===== src/hw/rtl/text_window_character_writer_macros.svh =====
// Assertion macros used by the RTL of the text window character writer.
// Each macro expects clk and arst_n in the scope where it is used.
`ifndef TEXT_WINDOW_CHARACTER_WRITER_MACROS_SVH
`define TEXT_WINDOW_CHARACTER_WRITER_MACROS_SVH

// Same-cycle implication, held off during reset.
`define TWCW_ASSERT_IMPLIES(lbl, ante, cons, msg) \
	lbl: assert property (@(posedge clk) disable iff (!arst_n) (ante) |-> (cons)) \
		else $error(msg);

// Next-cycle implication, held off during reset.
`define TWCW_ASSERT_NEXT(lbl, ante, cons, msg) \
	lbl: assert property (@(posedge clk) disable iff (!arst_n) (ante) |=> (cons)) \
		else $error(msg);

`endif


===== src/hw/rtl/twcw_pkg.sv =====
// ----------------------------------------------------------------------------
// twcw_pkg
// Types, codes and constants shared by the text window character writer.
// ----------------------------------------------------------------------------
package twcw_pkg;

	localparam int unsigned TWCW_FIFO_DEPTH = 4;
	localparam int unsigned TWCW_PTR_W      = $clog2(TWCW_FIFO_DEPTH);
	localparam int unsigned TWCW_MAX_OPS    = 3;

	localparam logic [7:0] NEWLINE_CHAR = 8'd10;
	localparam logic [7:0] NUL_CHAR     = 8'd0;
	localparam logic [7:0] CURSOR_GLYPH = 8'h5f;
	localparam logic [7:0] FILL_GLYPH   = 8'd32;
	localparam logic [7:0] CURSOR_ATTR  = 8'd16;

	typedef enum logic [2:0] {
		CFG_SCREEN_COLUMNS = 3'd0,
		CFG_WINDOW_LEFT    = 3'd1,
		CFG_WINDOW_TOP     = 3'd2,
		CFG_WINDOW_WIDTH   = 3'd3,
		CFG_WINDOW_HEIGHT  = 3'd4,
		CFG_TEXT_COLOUR    = 3'd5,
		CFG_ATTRIBUTE_BITS = 3'd6,
		CFG_CONSOLE_MODE   = 3'd7
	} cfg_index_t;

	typedef enum logic {
		CMD_PUT  = 1'b0,
		CMD_GOTO = 1'b1
	} command_t;

	typedef enum logic {
		KIND_CELL   = 1'b0,
		KIND_SCROLL = 1'b1
	} kind_t;

	typedef struct packed {
		logic [7:0] screen_columns;
		logic [6:0] window_left;
		logic [5:0] window_top;
		logic [7:0] window_width;
		logic [6:0] window_height;
		logic [7:0] text_colour;
		logic [7:0] attribute_bits;
		logic [1:0] console_mode;
	} cfg_t;

	// One pending write: screen column and row, offset still to be formed.
	typedef struct packed {
		logic       kind;
		logic [7:0] col;
		logic [7:0] row;
		logic [7:0] glyph;
		logic [7:0] colour;
		logic       last;
	} op_t;

	// ASCII to screen code.
	function automatic logic [7:0] map_glyph(input logic [7:0] c);
		logic [7:0] g;
		if (c == 8'd95) begin
			g = 8'd100;
		end else if (c >= 8'd64 && c <= 8'd95) begin
			g = c - 8'd64;
		end else if (c >= 8'd96 && c < 8'd192) begin
			g = c - 8'd32;
		end else if (c >= 8'd192) begin
			g = c - 8'd128;
		end else begin
			g = c;
		end
		return g;
	endfunction

endpackage


===== src/hw/rtl/twcw_front.sv =====
// ----------------------------------------------------------------------------
// twcw_front
// Accepts requests, tracks the cursor and issues up to three writes a request.
// ----------------------------------------------------------------------------
module twcw_front (
	input  logic             clk,
	input  logic             arst_n,
	input  twcw_pkg::cfg_t   cfg,
	input  logic             in_valid,
	output logic             in_ready,
	input  logic             command,
	input  logic [7:0]       char_code,
	input  logic [7:0]       pos_x,
	input  logic [7:0]       pos_y,
	output logic             push,
	output twcw_pkg::op_t    push_op,
	input  logic             full
);
	import twcw_pkg::*;

	logic [7:0] cursor_column_q, cursor_row_q;
	op_t        ops_q [TWCW_MAX_OPS];
	logic [1:0] n_q;

	op_t        ops_d [TWCW_MAX_OPS];
	logic [1:0] n_d;
	logic [7:0] col_d, row_d;
	logic [7:0] bottom, c1, r1, rr;
	op_t        scroll_op;
	logic       accept;

	assign push     = (n_q != 2'd0) && !full;
	assign push_op  = ops_q[0];
	assign in_ready = (n_q == 2'd0) || (n_q == 2'd1 && push);
	assign accept   = in_valid && in_ready;

	always_comb begin
		bottom = (cfg.window_height == 7'd0) ? 8'd0 : {1'b0, cfg.window_height - 7'd1};
		scroll_op.kind   = KIND_SCROLL;
		scroll_op.col    = {1'b0, cfg.window_left};
		scroll_op.row    = {2'b00, cfg.window_top};
		scroll_op.glyph  = FILL_GLYPH;
		scroll_op.colour = cfg.text_colour;
		scroll_op.last   = 1'b0;
		for (int i = 0; i < TWCW_MAX_OPS; i++) begin
			ops_d[i] = scroll_op;
		end
		n_d   = 2'd0;
		col_d = cursor_column_q;
		row_d = cursor_row_q;
		c1    = cursor_column_q + 8'd1;
		r1    = cursor_row_q + 8'd1;
		rr    = cursor_row_q;
		if (command == CMD_GOTO) begin
			col_d = pos_x;
			row_d = pos_y;
		end else if (char_code == NUL_CHAR) begin
			n_d = 2'd0;
		end else if (char_code == NEWLINE_CHAR) begin
			col_d = 8'd0;
			if (r1 > bottom) begin
				row_d = bottom;
				n_d   = 2'd1;
			end else begin
				row_d = r1;
			end
		end else if (cursor_column_q < cfg.window_width) begin
			ops_d[0].kind   = KIND_CELL;
			ops_d[0].col    = cursor_column_q + {1'b0, cfg.window_left};
			ops_d[0].row    = cursor_row_q + {2'b00, cfg.window_top};
			ops_d[0].glyph  = map_glyph(char_code);
			ops_d[0].colour = cfg.text_colour | cfg.attribute_bits;
			n_d = 2'd1;
			// auto-wrap: the scroll, if any, goes before the cursor write
			if (cfg.console_mode[0] && c1 >= cfg.window_width) begin
				c1 = 8'd0;
				if (r1 > bottom) begin
					rr  = bottom;
					n_d = 2'd2;
				end else begin
					rr = r1;
				end
			end
			if (cfg.console_mode[1]) begin
				ops_d[n_d].kind   = KIND_CELL;
				ops_d[n_d].col    = c1 + {1'b0, cfg.window_left};
				ops_d[n_d].row    = rr + {2'b00, cfg.window_top};
				ops_d[n_d].glyph  = CURSOR_GLYPH;
				ops_d[n_d].colour = cfg.text_colour | CURSOR_ATTR;
				n_d = n_d + 2'd1;
			end
			col_d = c1;
			row_d = rr;
		end
		for (int i = 0; i < TWCW_MAX_OPS; i++) begin
			ops_d[i].last = (2'(i) == n_d - 2'd1);
		end
	end

	always_ff @(posedge clk or negedge arst_n) begin
		if (!arst_n) begin
			n_q             <= 2'd0;
			cursor_column_q <= 8'd0;
			cursor_row_q    <= 8'd0;
		end else if (accept) begin
			n_q             <= n_d;
			cursor_column_q <= col_d;
			cursor_row_q    <= row_d;
		end else if (push) begin
			n_q <= n_q - 2'd1;
		end
	end

	// payload list: load on accept, else shift down on a push
	always_ff @(posedge clk) begin
		if (accept) begin
			ops_q <= ops_d;
		end else if (push) begin
			ops_q[0] <= ops_q[1];
			ops_q[1] <= ops_q[2];
		end
	end

endmodule


===== src/hw/rtl/twcw_fifo.sv =====
// ----------------------------------------------------------------------------
// twcw_fifo
// Short queue of pending writes between the front and the back.
// ----------------------------------------------------------------------------
`include "text_window_character_writer_macros.svh"

module twcw_fifo (
	input  logic           clk,
	input  logic           arst_n,
	input  logic           push,
	input  twcw_pkg::op_t  push_op,
	output logic           full,
	input  logic           pop,
	output twcw_pkg::op_t  pop_op,
	output logic           empty
);
	import twcw_pkg::*;

	op_t                   mem_q [TWCW_FIFO_DEPTH];
	logic [TWCW_PTR_W-1:0] wr_ptr_q, rd_ptr_q;
	logic [TWCW_PTR_W:0]   count_q;

	assign full   = (count_q == (TWCW_PTR_W+1)'(TWCW_FIFO_DEPTH));
	assign empty  = (count_q == '0);
	assign pop_op = mem_q[rd_ptr_q];

	always_ff @(posedge clk or negedge arst_n) begin
		if (!arst_n) begin
			wr_ptr_q <= '0;
			rd_ptr_q <= '0;
			count_q  <= '0;
		end else begin
			if (push) begin
				wr_ptr_q <= wr_ptr_q + 1'b1;
			end
			if (pop) begin
				rd_ptr_q <= rd_ptr_q + 1'b1;
			end
			if (push && !pop) begin
				count_q <= count_q + 1'b1;
			end else if (pop && !push) begin
				count_q <= count_q - 1'b1;
			end
		end
	end

	always_ff @(posedge clk) begin
		if (push) begin
			mem_q[wr_ptr_q] <= push_op;
		end
	end

	`TWCW_ASSERT_IMPLIES(a_no_overflow, push, !full || pop, "write queue overflow")
	`TWCW_ASSERT_IMPLIES(a_no_underflow, pop, !empty, "write queue underflow")
	`TWCW_ASSERT_NEXT(a_count_tracks, push && !pop && !full, !empty, "queue count lost a push")

endmodule


===== src/hw/rtl/twcw_back.sv =====
// ----------------------------------------------------------------------------
// twcw_back
// Forms cell byte offsets and drives the result channel through a register.
// ----------------------------------------------------------------------------
module twcw_back (
	input  logic           clk,
	input  logic           arst_n,
	input  logic [7:0]     screen_columns,
	input  logic           empty,
	input  twcw_pkg::op_t  pop_op,
	output logic           pop,
	output logic           out_valid,
	input  logic           out_ready,
	output logic           kind,
	output logic [15:0]    cell_byte_offset,
	output logic [7:0]     glyph_code,
	output logic [7:0]     colour_byte,
	output logic           last
);
	import twcw_pkg::*;

	logic        valid_s1, out_valid_q;
	op_t         op_s1;
	logic [15:0] prod_s1;
	logic [15:0] sum;
	logic        out_free, adv;

	assign out_free = !out_valid_q || out_ready;
	assign adv      = valid_s1 && out_free;
	assign pop      = !empty && (!valid_s1 || adv);
	assign sum      = prod_s1 + {8'd0, op_s1.col};
	assign out_valid = out_valid_q;

	always_ff @(posedge clk or negedge arst_n) begin
		if (!arst_n) begin
			valid_s1    <= 1'b0;
			out_valid_q <= 1'b0;
		end else begin
			if (pop) begin
				valid_s1 <= 1'b1;
			end else if (adv) begin
				valid_s1 <= 1'b0;
			end
			if (adv) begin
				out_valid_q <= 1'b1;
			end else if (out_ready) begin
				out_valid_q <= 1'b0;
			end
		end
	end

	always_ff @(posedge clk) begin
		if (pop) begin
			op_s1   <= pop_op;
			prod_s1 <= pop_op.row * screen_columns;
		end
		if (adv) begin
			kind             <= op_s1.kind;
			cell_byte_offset <= {sum[14:0], 1'b0};
			glyph_code       <= op_s1.glyph;
			colour_byte      <= op_s1.colour;
			last             <= op_s1.last;
		end
	end

endmodule


===== src/hw/rtl/text_window_character_writer.sv =====
// ----------------------------------------------------------------------------
// text_window_character_writer
// Cursor-tracking writer that turns characters into text screen cell writes.
// ----------------------------------------------------------------------------
// Usage:
//   Input channel (in_valid/in_ready): one request per put-character or goto.
//   A goto, a zero byte or a character past the right edge yields no result.
//   A character yields its cell write, an optional scroll request and an
//   optional cursor write; a newline yields at most one scroll request.
//   The final result of a request carries last.
//   Output channel (out_valid/out_ready): one result per handshake.
//   Throughput: one result per cycle while out_ready is high; the front takes a
//   request as the previous one's last write issues, or at once if it had none.
//   The front issues one write a cycle while the 4-entry queue has room;
//   the back multiplies row by screen_columns in one stage, adds in the next.
//   Stalls: a held out_ready fills the output register, the multiply stage
//   and the queue in turn, then in_ready drops.
//   Reset: cursor at column 0, row 0, registers at their defaults, all
//   pipeline valids clear. Write configuration only while idle.
// ----------------------------------------------------------------------------
module text_window_character_writer (
	input  logic        clk,
	input  logic        arst_n,
	// configuration write port
	input  logic        cfg_write,
	input  logic [2:0]  cfg_index,
	input  logic [7:0]  cfg_data,
	// request channel
	input  logic        in_valid,
	output logic        in_ready,
	input  logic        command,
	input  logic [7:0]  char_code,
	input  logic [7:0]  pos_x,
	input  logic [7:0]  pos_y,
	// result channel
	output logic        out_valid,
	input  logic        out_ready,
	output logic        kind,
	output logic [15:0] cell_byte_offset,
	output logic [7:0]  glyph_code,
	output logic [7:0]  colour_byte,
	output logic        last
);
	import twcw_pkg::*;

	cfg_t cfg_q;
	logic push, full, pop, empty;
	op_t  push_op, pop_op;

	// Configuration registers: decode the index, keep only each register's width.
	always_ff @(posedge clk or negedge arst_n) begin
		if (!arst_n) begin
			cfg_q.screen_columns <= 8'd40;
			cfg_q.window_left    <= 7'd0;
			cfg_q.window_top     <= 6'd0;
			cfg_q.window_width   <= 8'd40;
			cfg_q.window_height  <= 7'd25;
			cfg_q.text_colour    <= 8'd5;
			cfg_q.attribute_bits <= 8'd0;
			cfg_q.console_mode   <= 2'd0;
		end else if (cfg_write) begin
			case (cfg_index_t'(cfg_index))
				CFG_SCREEN_COLUMNS: cfg_q.screen_columns <= cfg_data;
				CFG_WINDOW_LEFT:    cfg_q.window_left    <= cfg_data[6:0];
				CFG_WINDOW_TOP:     cfg_q.window_top     <= cfg_data[5:0];
				CFG_WINDOW_WIDTH:   cfg_q.window_width   <= cfg_data;
				CFG_WINDOW_HEIGHT:  cfg_q.window_height  <= cfg_data[6:0];
				CFG_TEXT_COLOUR:    cfg_q.text_colour    <= cfg_data;
				CFG_ATTRIBUTE_BITS: cfg_q.attribute_bits <= cfg_data;
				CFG_CONSOLE_MODE:   cfg_q.console_mode   <= cfg_data[1:0];
				default: ;
			endcase
		end
	end

	// Front: take requests, advance the cursor, issue one write a cycle unless full.
	twcw_front u_front (
		.clk       (clk),
		.arst_n    (arst_n),
		.cfg       (cfg_q),
		.in_valid  (in_valid),
		.in_ready  (in_ready),
		.command   (command),
		.char_code (char_code),
		.pos_x     (pos_x),
		.pos_y     (pos_y),
		.push      (push),
		.push_op   (push_op),
		.full      (full)
	);

	// Queue: decouple the cursor logic from the offset arithmetic.
	twcw_fifo u_fifo (
		.clk     (clk),
		.arst_n  (arst_n),
		.push    (push),
		.push_op (push_op),
		.full    (full),
		.pop     (pop),
		.pop_op  (pop_op),
		.empty   (empty)
	);

	// Back: form the byte offset and hold the result until taken.
	twcw_back u_back (
		.clk              (clk),
		.arst_n           (arst_n),
		.screen_columns   (cfg_q.screen_columns),
		.empty            (empty),
		.pop_op           (pop_op),
		.pop              (pop),
		.out_valid        (out_valid),
		.out_ready        (out_ready),
		.kind             (kind),
		.cell_byte_offset (cell_byte_offset),
		.glyph_code       (glyph_code),
		.colour_byte      (colour_byte),
		.last             (last)
	);

endmodule


===== config.mk =====
export PLATFORM = sky130hd
export DESIGN_NAME = text_window_character_writer
export DESIGN_NICKNAME = d
export VERILOG_FILES = /design/src/hw/rtl/twcw_pkg.sv /design/src/hw/rtl/twcw_front.sv /design/src/hw/rtl/twcw_fifo.sv /design/src/hw/rtl/twcw_back.sv /design/src/hw/rtl/text_window_character_writer.sv
export VERILOG_INCLUDE_DIRS = /design/src /design/src/hw/rtl
export SDC_FILE = /design/constraint.sdc
export NUM_CORES = 1
export LEC_CHECK = 0
export BUFFER_PORTS_ARGS = -buffer_cell sky130_fd_sc_hd__buf_2
export CAP_MARGIN = 10
export CORE_ASPECT_RATIO = 1.25
export CORE_MARGIN = 2
export CORE_UTILIZATION = 45
export CTS_BUF_LIST = sky130_fd_sc_hd__clkbuf_8
export DETAILED_ROUTE_END_ITERATION = 16
export HOLD_SLACK_MARGIN = 0.15
export PLACE_DENSITY_LB_ADDON = 0.2
export SYNTH_ARGS = -nofsm -noshare
export SYNTH_HDL_FRONTEND = slang
export SYNTH_SLANG_ARGS = --single-unit

===== constraint.sdc =====
create_clock -name clk -period 5.8 [get_ports clk]
set_clock_uncertainty 0.2 [all_clocks]
set_input_delay 0 -clock clk [delete_from_list [all_inputs] [get_ports clk]]
set_output_delay 0 -clock clk [all_outputs]
set_load 0.05 [all_outputs]

==> metrics.txt, run 1 <==
status completed; clk buf depth 3; Die Y about 240 µm; post-synthesis cell area 19300 µm²; startpoint types flop; routability cong. 0.875; Tcrit/Tclk final 91.3%; first-pass GRT wire length 67.1 mm; Iteration-0 DRC Markers 731; vias ~12000; Worst Max-Slew Pin Slew 1.09 ns; Initial Util 45.8%; area grow syn2layout 17.3%; CTS Root Cell clkbuf_8; EDFF count, synth 298; H-Tree Depth 2; CP required 6.03 ns; number of library cell types mapped by synthesis 80; Final nets roughly 1900; Pre-antenna DRT Iters 5; Worst-Skew Late Latency 0.63 ns; syn avg cell area 13.0 µm²; max-capacitance violation count 0; pin count of the biggest net entering global routing 51; Final Slew Violations 0; die width 189 µm; Max Clk Rate 0.189 GHz; final hold vios 0; CTS tree yes; hold_buf cts 109; Hold WS just over 0.2 ns; Setup Viol. Count Final 0; vias in the first global route 12601; IO Count between 70 and 80; CP max FO 9; post-route cell area 22700 µm²; setup TNS 0 ns; initial antenna violation count 1; share of cells above drive strength 1 approximately 17%; RSZ-0062 raised after global routing no; full die area 44700 µm²; Multi-input gate area 7760 µm²; Port Buffer Count 75; Relative slew margins 27.4%; DR WL/cell 18.0 µm; kind of critical path flop to flop; Core ar. 42300 µm²; number of remaining DRC errors 0; dpl hpwl 27.7 mm; Post-Synthesis Cells 1491; count of antenna-violating nets left after detailed routing 0; Main synth FF type edfxtp_1; # Post-CTS Setup Buffers 0; Synthesized Nets 1683; Total GRT Usage 19.1%; CP Capture Type flop; dpl cell area 20400 µm²; global route overflow 0; FF+latch count, synth 379; Vias/cell approximately 5.2; final wirelength 41.7 mm; ant diodes 0; final core utilization a little over half; Sequential Area about 11000 µm²; row count 84; post_cts resized 0; Filler Cells Inserted about 3700; sequential share of the synthesized area between 50 and 60%; Worst EP arrival 5.52 ns; synth warn 0; hold crit path type input port to flop; CTS Buf Count 58; Clock transition at path regs approximately 0.07 ns; CTS Sinks around 380; Post-synth ARST share 21.4%; clock period minus worst slack 5.29 ns
cell families (layout without fill, tap and decap cells):
family | after synthesis | count (layout) | synth area share, %
and+or+nand+nor | 395 | 395 | 9.65
buffers and inverters | 151 | 419 | 3.15
other | 1 | 1 | 0.0194
adders and majority gates | 151 | 151 | 11.4
DFF | 379 | 379 | 56.8
muxes | 99 | 99 | 7.72
AOI/OAI and AO/OA | 250 | 250 | 8.36
xor gates and xnor gates | 65 | 65 | 2.94
synthesized netlist by cell type, types with 9 or more instances:
master,number,area (µm²)
edfxtp_1,298,8950
nand2_1,170,638
ha_1,110,1380
inv_1,107,402
nor2_1,84,315
a21oi_1,83,415
dfrtp_1,72,1800
o21ai_0,59,295
mux2_2,54,608
xnor2_1,49,429
fa_1,41,821
and2_1,38,238
mux4_2,34,766
nor3_1,20,100
clkbuf_1,18,67.6
nor2b_1,16,100
xor2_1,16,140
a21o_1,15,113
nand3_1,15,75.1
buf_2,13,65.1
o21a_1,12,90.1
a211oi_1,11,82.6
nand2b_1,11,68.8
dfstp_2,9,236
through the flow:
stage          std cells  setup WS, ns
2_1_floorplan       1491         0.674
3_3_place_gp        2099         0.606
3_5_place_dp        2099         0.502
4_1_cts             2318         0.499
5_1_grt             2318         0.133
6_report            2318         0.506
final cells by class:
cell class | count | area share [%]
clock buffer | 68 | 4.13
clock inverter | 42 | 1.27
inverter | 108 | 1.79
multi-input combinational | 961 | 34.2
sequential | 379 | 48.4
tap | 559 | 3.08
timing repair buffer | 201 | 7.08
registers in the layout, indices dropped and copies added (netlist names), 2 cells and up:
register                 count
u_front.cursor_row_q         8
u_back.op_s1                26
u_front.cursor_column_q      8
u_fifo.wr_ptr_q              2
u_fifo.mem_q               136
u_back.cell_byte_offset     15
cfg_q                       54
u_back.prod_s1              15
u_front.ops_q               54
u_front.n_q                  2
u_fifo.rd_ptr_q              2
u_back.colour_byte           8
u_back.glyph_code            8
u_fifo.count_q               3
u_front.push_op             34
worst paths after layout:
check / start / to / slack (ns) / depth (start not counted)
setup / recovery: u_fifo.rd_ptr_q[0] / u_back.prod_s1[13] / 0.51 / 15
hold / removal: cfg_data[7] / cfg_q[53] / 0.20 / 3
setup reg to reg: u_fifo.rd_ptr_q[0] / u_back.prod_s1[13] / 0.51 / 15
hold reg to reg: u_back.op_s1[4] / u_back.colour_byte[3] / 0.22 / 0
max in group asynchronous: arst_n / u_fifo.rd_ptr_q[0] / 4.53 / 4
min in group asynchronous: arst_n / cfg_q[26] / 0.21 / 4
metal layers:
layer  vias to the layer above  GRT usage, %  wire length [µm]
met1                      5973          24.6             18400
met5                         -             0                 0
li1                       5822             -                 -
met2                       271          32.4             20100
met3                        87          3.01              1860
met4                         0          7.07              1370
worst max-delay path, stage by stage, from the launching register on:
cell	delay, ns
dfrtp_2	0.55
mux4_2	0.63
and2_1	0.21
fa_1	0.45
fa_1	0.54
inv_1	0.05
fa_1	0.46
fa_1	0.55
inv_1	0.05
ha_1	0.31
o21ai_0	0.12
a21boi_0	0.25
o21ai_0	0.11
nand2_1	0.13
a31oi_1	0.13
o311ai_0	0.35
layout by cell type, fill, tap and decap left out, drive strengths merged, types with 7 or more instances in the layout:
| cell | instances |
|---|---|
| and2 | 38 |
| inv | 132 |
| dfstp | 9 |
| o211ai | 9 |
| and3 | 7 |
| o31ai | 9 |
| nor3 | 24 |
| o21a | 12 |
| a21o | 16 |
| nand3 | 17 |
| buf | 93 |
| xnor2 | 49 |
| a21oi | 84 |
| clkbuf | 68 |
| ha | 110 |
| xor2 | 16 |
| nor2 | 87 |
| a211oi | 12 |
| nand2b | 11 |
| nand2 | 171 |
| dlygate4sd3 | 108 |
| mux4 | 34 |
| fa | 41 |
| mux2 | 62 |
| dfrtp | 72 |
| edfxtp | 298 |
| o21ai | 63 |
| clkinv | 14 |
| nor2b | 16 |
Power of run 1 is left out: the tool's default activity adds up to more than one toggle a clock period on the data nets, which glitch-free logic cannot reach.
==> run 2: changes to the inputs <==
--- a/config.mk
+++ b/config.mk
@@ -6,6 +6,7 @@
 export SDC_FILE = /design/constraint.sdc
 export NUM_CORES = 1
 export LEC_CHECK = 0
+export ABC_AREA = 1
 export BUFFER_PORTS_ARGS = -buffer_cell sky130_fd_sc_hd__buf_2
 export CAP_MARGIN = 10
 export CORE_ASPECT_RATIO = 1.25
==> metrics.txt, run 2 <==
Main synth FF type edfxtp_1; Die Y 237 µm; dpl hpwl 30.7 mm; CP Launch Point u_fifo.rd_ptr_q[0]; Worst Reg-to-Reg Cells 20; die width 190 µm; Max Clk Rate roughly 0.19 GHz; final hold vios 0; CTS Sinks 379; area grow syn2layout 17.4%; post-synthesis cell area around 20000 µm²; vias in the first global route 14343; clk buf depth 3; layer with the highest usage met2; Core ar. around 43000 µm²; Total GRT Usage 20.6%; CTS Buf Count 58; status completed; Worst Max-Slew Pin Slew 1.10 ns; M1 GR Usage 24.9%; kind of critical path flop to flop; leakage 10.1 nW; Relative slew margins 26.3%; initial antenna violation count 0; largest register by flop count u_fifo.mem_q; VDD IR max 0.000369 V; Clock transition at path regs 0.06 ns; slowest cell on the critical path fa_1; Sequential Area 11000 µm²; CP required 5.95 ns; CP max stage delay between 0.5 and 0.6 ns; Setup Viol. Count Final 0; synth warn 0; routability cong. 0.863; vias 13874; worst r2r src u_fifo.rd_ptr_q[0]; global route overflow 0; number of remaining DRC errors 0; share of the synthesized area in the top cell type 45.8%; FF+latch count, synth 379; clock period minus worst slack 5.27 ns; # Post-CTS Setup Buffers 0; ant diodes 0; CP Cell Sequence inv_1 -> buf_4 -> nand2_1 -> nand3_1 -> nand2_1 -> inv_1 -> nand2_1 -> fa_1 -> inv_1 -> fa_1 -> fa_1 -> fa_1 -> ha_1 -> nand2_1 -> inv_1 -> a21oi_1 -> o21ai_0 -> a21oi_1 -> o21bai_1 -> xor2_1; most common cell after layout, fill and taps aside nand2_1; Largest register FFs 136; count of antenna-violating nets left after detailed routing 0; Multi-input gate area roughly 7500 µm²; Worst-Skew Late Latency 0.64 ns; Final Slew Violations 0; count leader, synth nand2_1; top cells by count, synth nand2_1 (456), edfxtp_1 (298), inv_1 (214), o21ai_0 (154), nor2_1 (151); CTS tree yes; share of cells above drive strength 1 10.5%; Port Buffer Count 75; syn avg cell area 10.3 µm²; hold crit path type input port to flop; max-capacitance violation count 0; Post-synth ARST share 21.4%; worst path bufs/invs 5; CTS Root Cell clkbuf_8; final core utilization 53.4%; Worst EP arrival between 5 and 6 ns; global routing usage on met3 2.88%; setup TNS 0 ns; post-synth top area cell edfxtp_1; sequential share of the synthesized area 56.2%; Synthesized Nets 2095; Iteration-0 DRC Markers 829; Pre-antenna DRT Iters 5; CP Capture Type flop; RSZ-0062 raised after global routing no; startpoint types flop; critical path endpoint u_back.prod_s1[13]; most frequent cells in the layout nand2_1 (455), edfxtp_1 (298), inv_1 (226); met2 Track Usage GR between 30% and 40%; CP top delay family adder cells; Filler Cells Inserted 3849; first-pass GRT wire length 73.6 mm; top flop regs u_fifo.mem_q (136), cfg_q (54), u_front.ops_q (54); pwr/cell area 647 nW/µm²; final wirelength 45.1 mm; DR WL/cell approximately 17 µm; Tcrit/Tclk final 90.9%; Total Power 14.9 mW; Vias/cell about 5.1; Worst path depth 20; row count 85; H-Tree Depth 2; Initial Util a little under half; top cells by area, synth edfxtp_1 (46%), dfrtp_1 (9.2%), nand2_1 (8.8%); Final nets 2312; post_cts resized 0; Post-Synthesis Cells 1903; reg-to-reg slack, setup 0.53 ns; EDFF count, synth 298; number of library cell types mapped by synthesis 51; Placed Cells 2505; pin count of the biggest net entering global routing 57; CP max FO 18; IO Count between 70 and 80; FF-to-FF End u_back.prod_s1[13]; pre-CTS setup slack 0.560 ns; full die area 45100 µm²; Final WS setup 0.531 ns; final std cells w/o fill 2728
-- run 2: tightest hold or removal path: cells and delay by family --
kind / cells / cell delay [ns]
AOI/OAI and AO/OA: 1 / 0.22
buffers and inverters: 3 / 0.79
-- run 2: logic make-up after synthesis --
kind of cell,after synthesis,share of synthesized area [%]
DFF,379,56.2
and+or+nand+nor,751,16.0
xor gates and xnor gates,63,2.82
buffers and inverters,277,5.59
adders and majority gates,151,11.2
other,1,0.0192
AOI/OAI and AO/OA,280,8.10
muxes,1,0.0576
-- run 2: how the worst min path moves through the flow --
stage                      startpoint                         end  slack (ns)  cells past startpoint
final                     cfg_data[0]                   cfg_q[25]        0.21                      4
after global routing      cfg_data[0]                   cfg_q[39]        0.22                      4
after CTS                     command  u_front.cursor_column_q[4]        0.17                      7
after detailed placement       arst_n                   cfg_q[27]       -0.14                      1
after global placement         arst_n                   cfg_q[27]       -0.14                      1
after floorplan                arst_n                    cfg_q[0]       -0.50                      0
-- run 2: repair_timing --
item                                   CTS  global route
endpoints found under the hold margin  278             0
hold buffers                           120             0
setup endpoints to repair                0             0
-- run 2: through the flow --
stage          hold WS (ns)  area, µm²
5_1_grt               0.219      23000
2_1_floorplan        -0.496      19500
6_report              0.212      23000
3_3_place_gp         -0.144      20500
3_5_place_dp         -0.139      20500
4_1_cts               0.174      23000
-- run 2: layout make-up --
type                    instances  area share (%)
clock buffers                  62            3.72
clock inverters                41            1.52
inverters                     222            3.66
multi-input cells            1247            32.6
flip-flops and latches        379            47.9
well taps                     565            3.08
repair buffers                212            7.51
-- run 2: report_power, final --
group	internal [mW]	total (mW)	switching (mW)
clock network	1.26	2.31	1.05
registers	4.72	5.28	0.555
logic	2.53	7.27	4.74
-- run 2: metal layers --
layer / part of all wire (%) / up-vias
met5: 0 / -
li1: - / 6825
met1: 42 / 6658
met2: 51 / 302
met4: 3.3 / 0
met3: 4.0 / 89
Power figures use the tool's default switching activity.
==> run 3: changes to the inputs <==
==> constraint.sdc (replaced) <==
create_clock -name clk -period 5.4 [get_ports clk]
set_clock_uncertainty 0.2 [all_clocks]
set_input_delay 0 -clock clk [delete_from_list [all_inputs] [get_ports clk]]
set_output_delay 0 -clock clk [all_outputs]
set_load 0.05 [all_outputs]
==> metrics.txt, run 3 (same netlist as run 2, synthesis figures left out) <==
status completed; Pre-antenna DRT Iters 6; largest register by flop count u_fifo.mem_q; pwr/cell area slightly below 700 nW/µm²; Largest register FFs 136; Clock transition at path regs 0.07 ns; Port Buffer Count 75; Placed Cells around 2500; IO Count 77; CTS Root Cell clkbuf_8; pin count of the biggest net entering global routing 57; most common cell after layout, fill and taps aside nand2_1; CTS Sinks 379; VDD IR max 0.000355 V; clock period minus worst slack a little over 5 ns; Vias/cell 5.06; clk buf depth 3; Iteration-0 DRC Markers between 800 and 900; Worst Max-Slew Pin Slew 1.12 ns; number of remaining DRC errors 0; CP max FO 9; Final WS setup between 0.3 and 0.4 ns; pre-CTS setup slack 0.275 ns; global route overflow 0; final core utilization 53.8%; final std cells w/o fill roughly 2800; Die Y 237 µm; final wirelength 45.8 mm; share of cells above drive strength 1 a little over a tenth; final hold vios 0; M1 GR Usage 25.4%; initial antenna violation count 1; Max Clk Rate 0.199 GHz; first-pass GRT wire length between 70 and 80 mm; hold crit path type input port to flop; top flop regs u_fifo.mem_q (136), cfg_q (54), u_front.ops_q (54); Setup Viol. Count Final 0; die width 190 µm; count of antenna-violating nets left after detailed routing 0; met2 Track Usage GR 37.6%; Hold WS 0.209 ns; startpoint types flop; Total GRT Usage 20.9%; vias 13978; layer with the highest usage met2; kind of critical path flop to flop; H-Tree Depth 2; CP Capture Type flop; Relative slew margins 24.5%; max-capacitance violation count 0; full die area 45100 µm²; Tcrit/Tclk final slightly above 90%; dpl hpwl between 30 and 40 mm; area grow syn2layout 18.3%; global routing usage on met3 under 10%; most frequent cells in the layout nand2_1 (454), edfxtp_1 (298), inv_1 (234); Worst-Skew Late Latency 0.68 ns; leakage about 10 nW; DR WL/cell 16.6 µm; row count 85; CTS tree yes; Core ar. ~43000 µm²; Initial Util 45.5%; vias in the first global route 14243; Worst EP arrival 5.23 ns; CTS Buf Count between 50 and 60; Final nets between 2000 and 2500; CP required ~5.6 ns; routability cong. 0.868; Final Slew Violations 0
run 3: cell types whose count changed in the layout (fill, tap and decap cells not counted), moves of 2 or more:
cell and delta:
dlygate4sd3_1 +16, buf_4 +8, inv_1 +8, bufinv_16 -5
clkbuf_8 +4, inv_12 -2
run 3: area by class of cell:
| cell class | count | area [µm²] |
|---|---|---|
| Sequential cell | 379 | 11000 |
| Antenna cell | 1 | 2.50 |
| Multi-Input combinational cell | 1247 | 7490 |
| Tap cell | 565 | 707 |
| Timing Repair Buffer | 236 | 1940 |
| Clock buffer | 66 | 908 |
| Clock inverter | 46 | 243 |
| Inverter | 222 | 845 |
| Fill cell | 3805 | 19800 |
run 3: power breakdown:
| group | total (mW) | switching, mW | leakage [nW] | internal [mW] |
|---|---|---|---|---|
| registers | 5.67 | 0.601 | 3.86 | 5.07 |
| clock network | 2.34 | 1.16 | 0.678 | 1.18 |
| logic | 7.93 | 5.10 | 5.63 | 2.82 |
run 3: final timing paths:
| kind | end | depth (start not counted) | slack, ns | from |
|---|---|---|---|---|
| setup / recovery | u_back.prod_s1[13] | 20 | 0.37 | u_fifo.rd_ptr_q[0] |
| hold / removal | cfg_q[31] | 4 | 0.21 | cfg_data[6] |
| setup reg to reg | u_back.prod_s1[13] | 20 | 0.37 | u_fifo.rd_ptr_q[0] |
| hold reg to reg | u_back.colour_byte[1] | 0 | 0.21 | u_back.op_s1[2] |
| max in group asynchronous | cfg_q[48] | 5 | 3.60 | arst_n |
| min in group asynchronous | cfg_q[26] | 5 | 0.72 | arst_n |
run 3: critical path, stage by stage (launching register included):
cell and delay (ns):
dfrtp_2 0.43, clkinvlp_4 0.15, buf_4 0.17, nand2_1 0.05, nand3_1 0.06, nand2_1 0.07, inv_1 0.17, nand2_1 0.11
fa_1 0.57, inv_1 0.06, fa_1 0.47, fa_1 0.52, fa_1 0.48, ha_1 0.36, nand2_1 0.08, inv_1 0.04
a21oi_1 0.21, o21ai_0 0.17, a21oi_1 0.16, o21bai_1 0.09, xor2_1 0.14
run 3: metrics by stage:
| stage | setup TNS (ns) | total power [mW] | instance area [µm²] |
|---|---|---|---|
| after floorplan | 0 | 11.4 | 19500 |
| after global placement | 0 | 13.2 | 20600 |
| after detailed placement | 0 | 13.4 | 20600 |
| after CTS | 0 | 16.1 | 23100 |
| after global routing | -0.0123 | 17.4 | 23100 |
| final | 0 | 15.9 | 23100 |
run 3: timing repair:
action                                  in CTS  in global routing
endpoints found under the setup margin       0                  2
hold endpoints to repair                   279                  0
hold buffers                               136                  0
setup buffers                                0                  3
gates resized for setup                      0                  2
run 3: per-layer routing:
layer	vias to the layer above	share of wire (%)
li1	6883	-
met1	6711	42
met2	291	51
met3	93	3.9
met4	0	3.1
met5	-	0
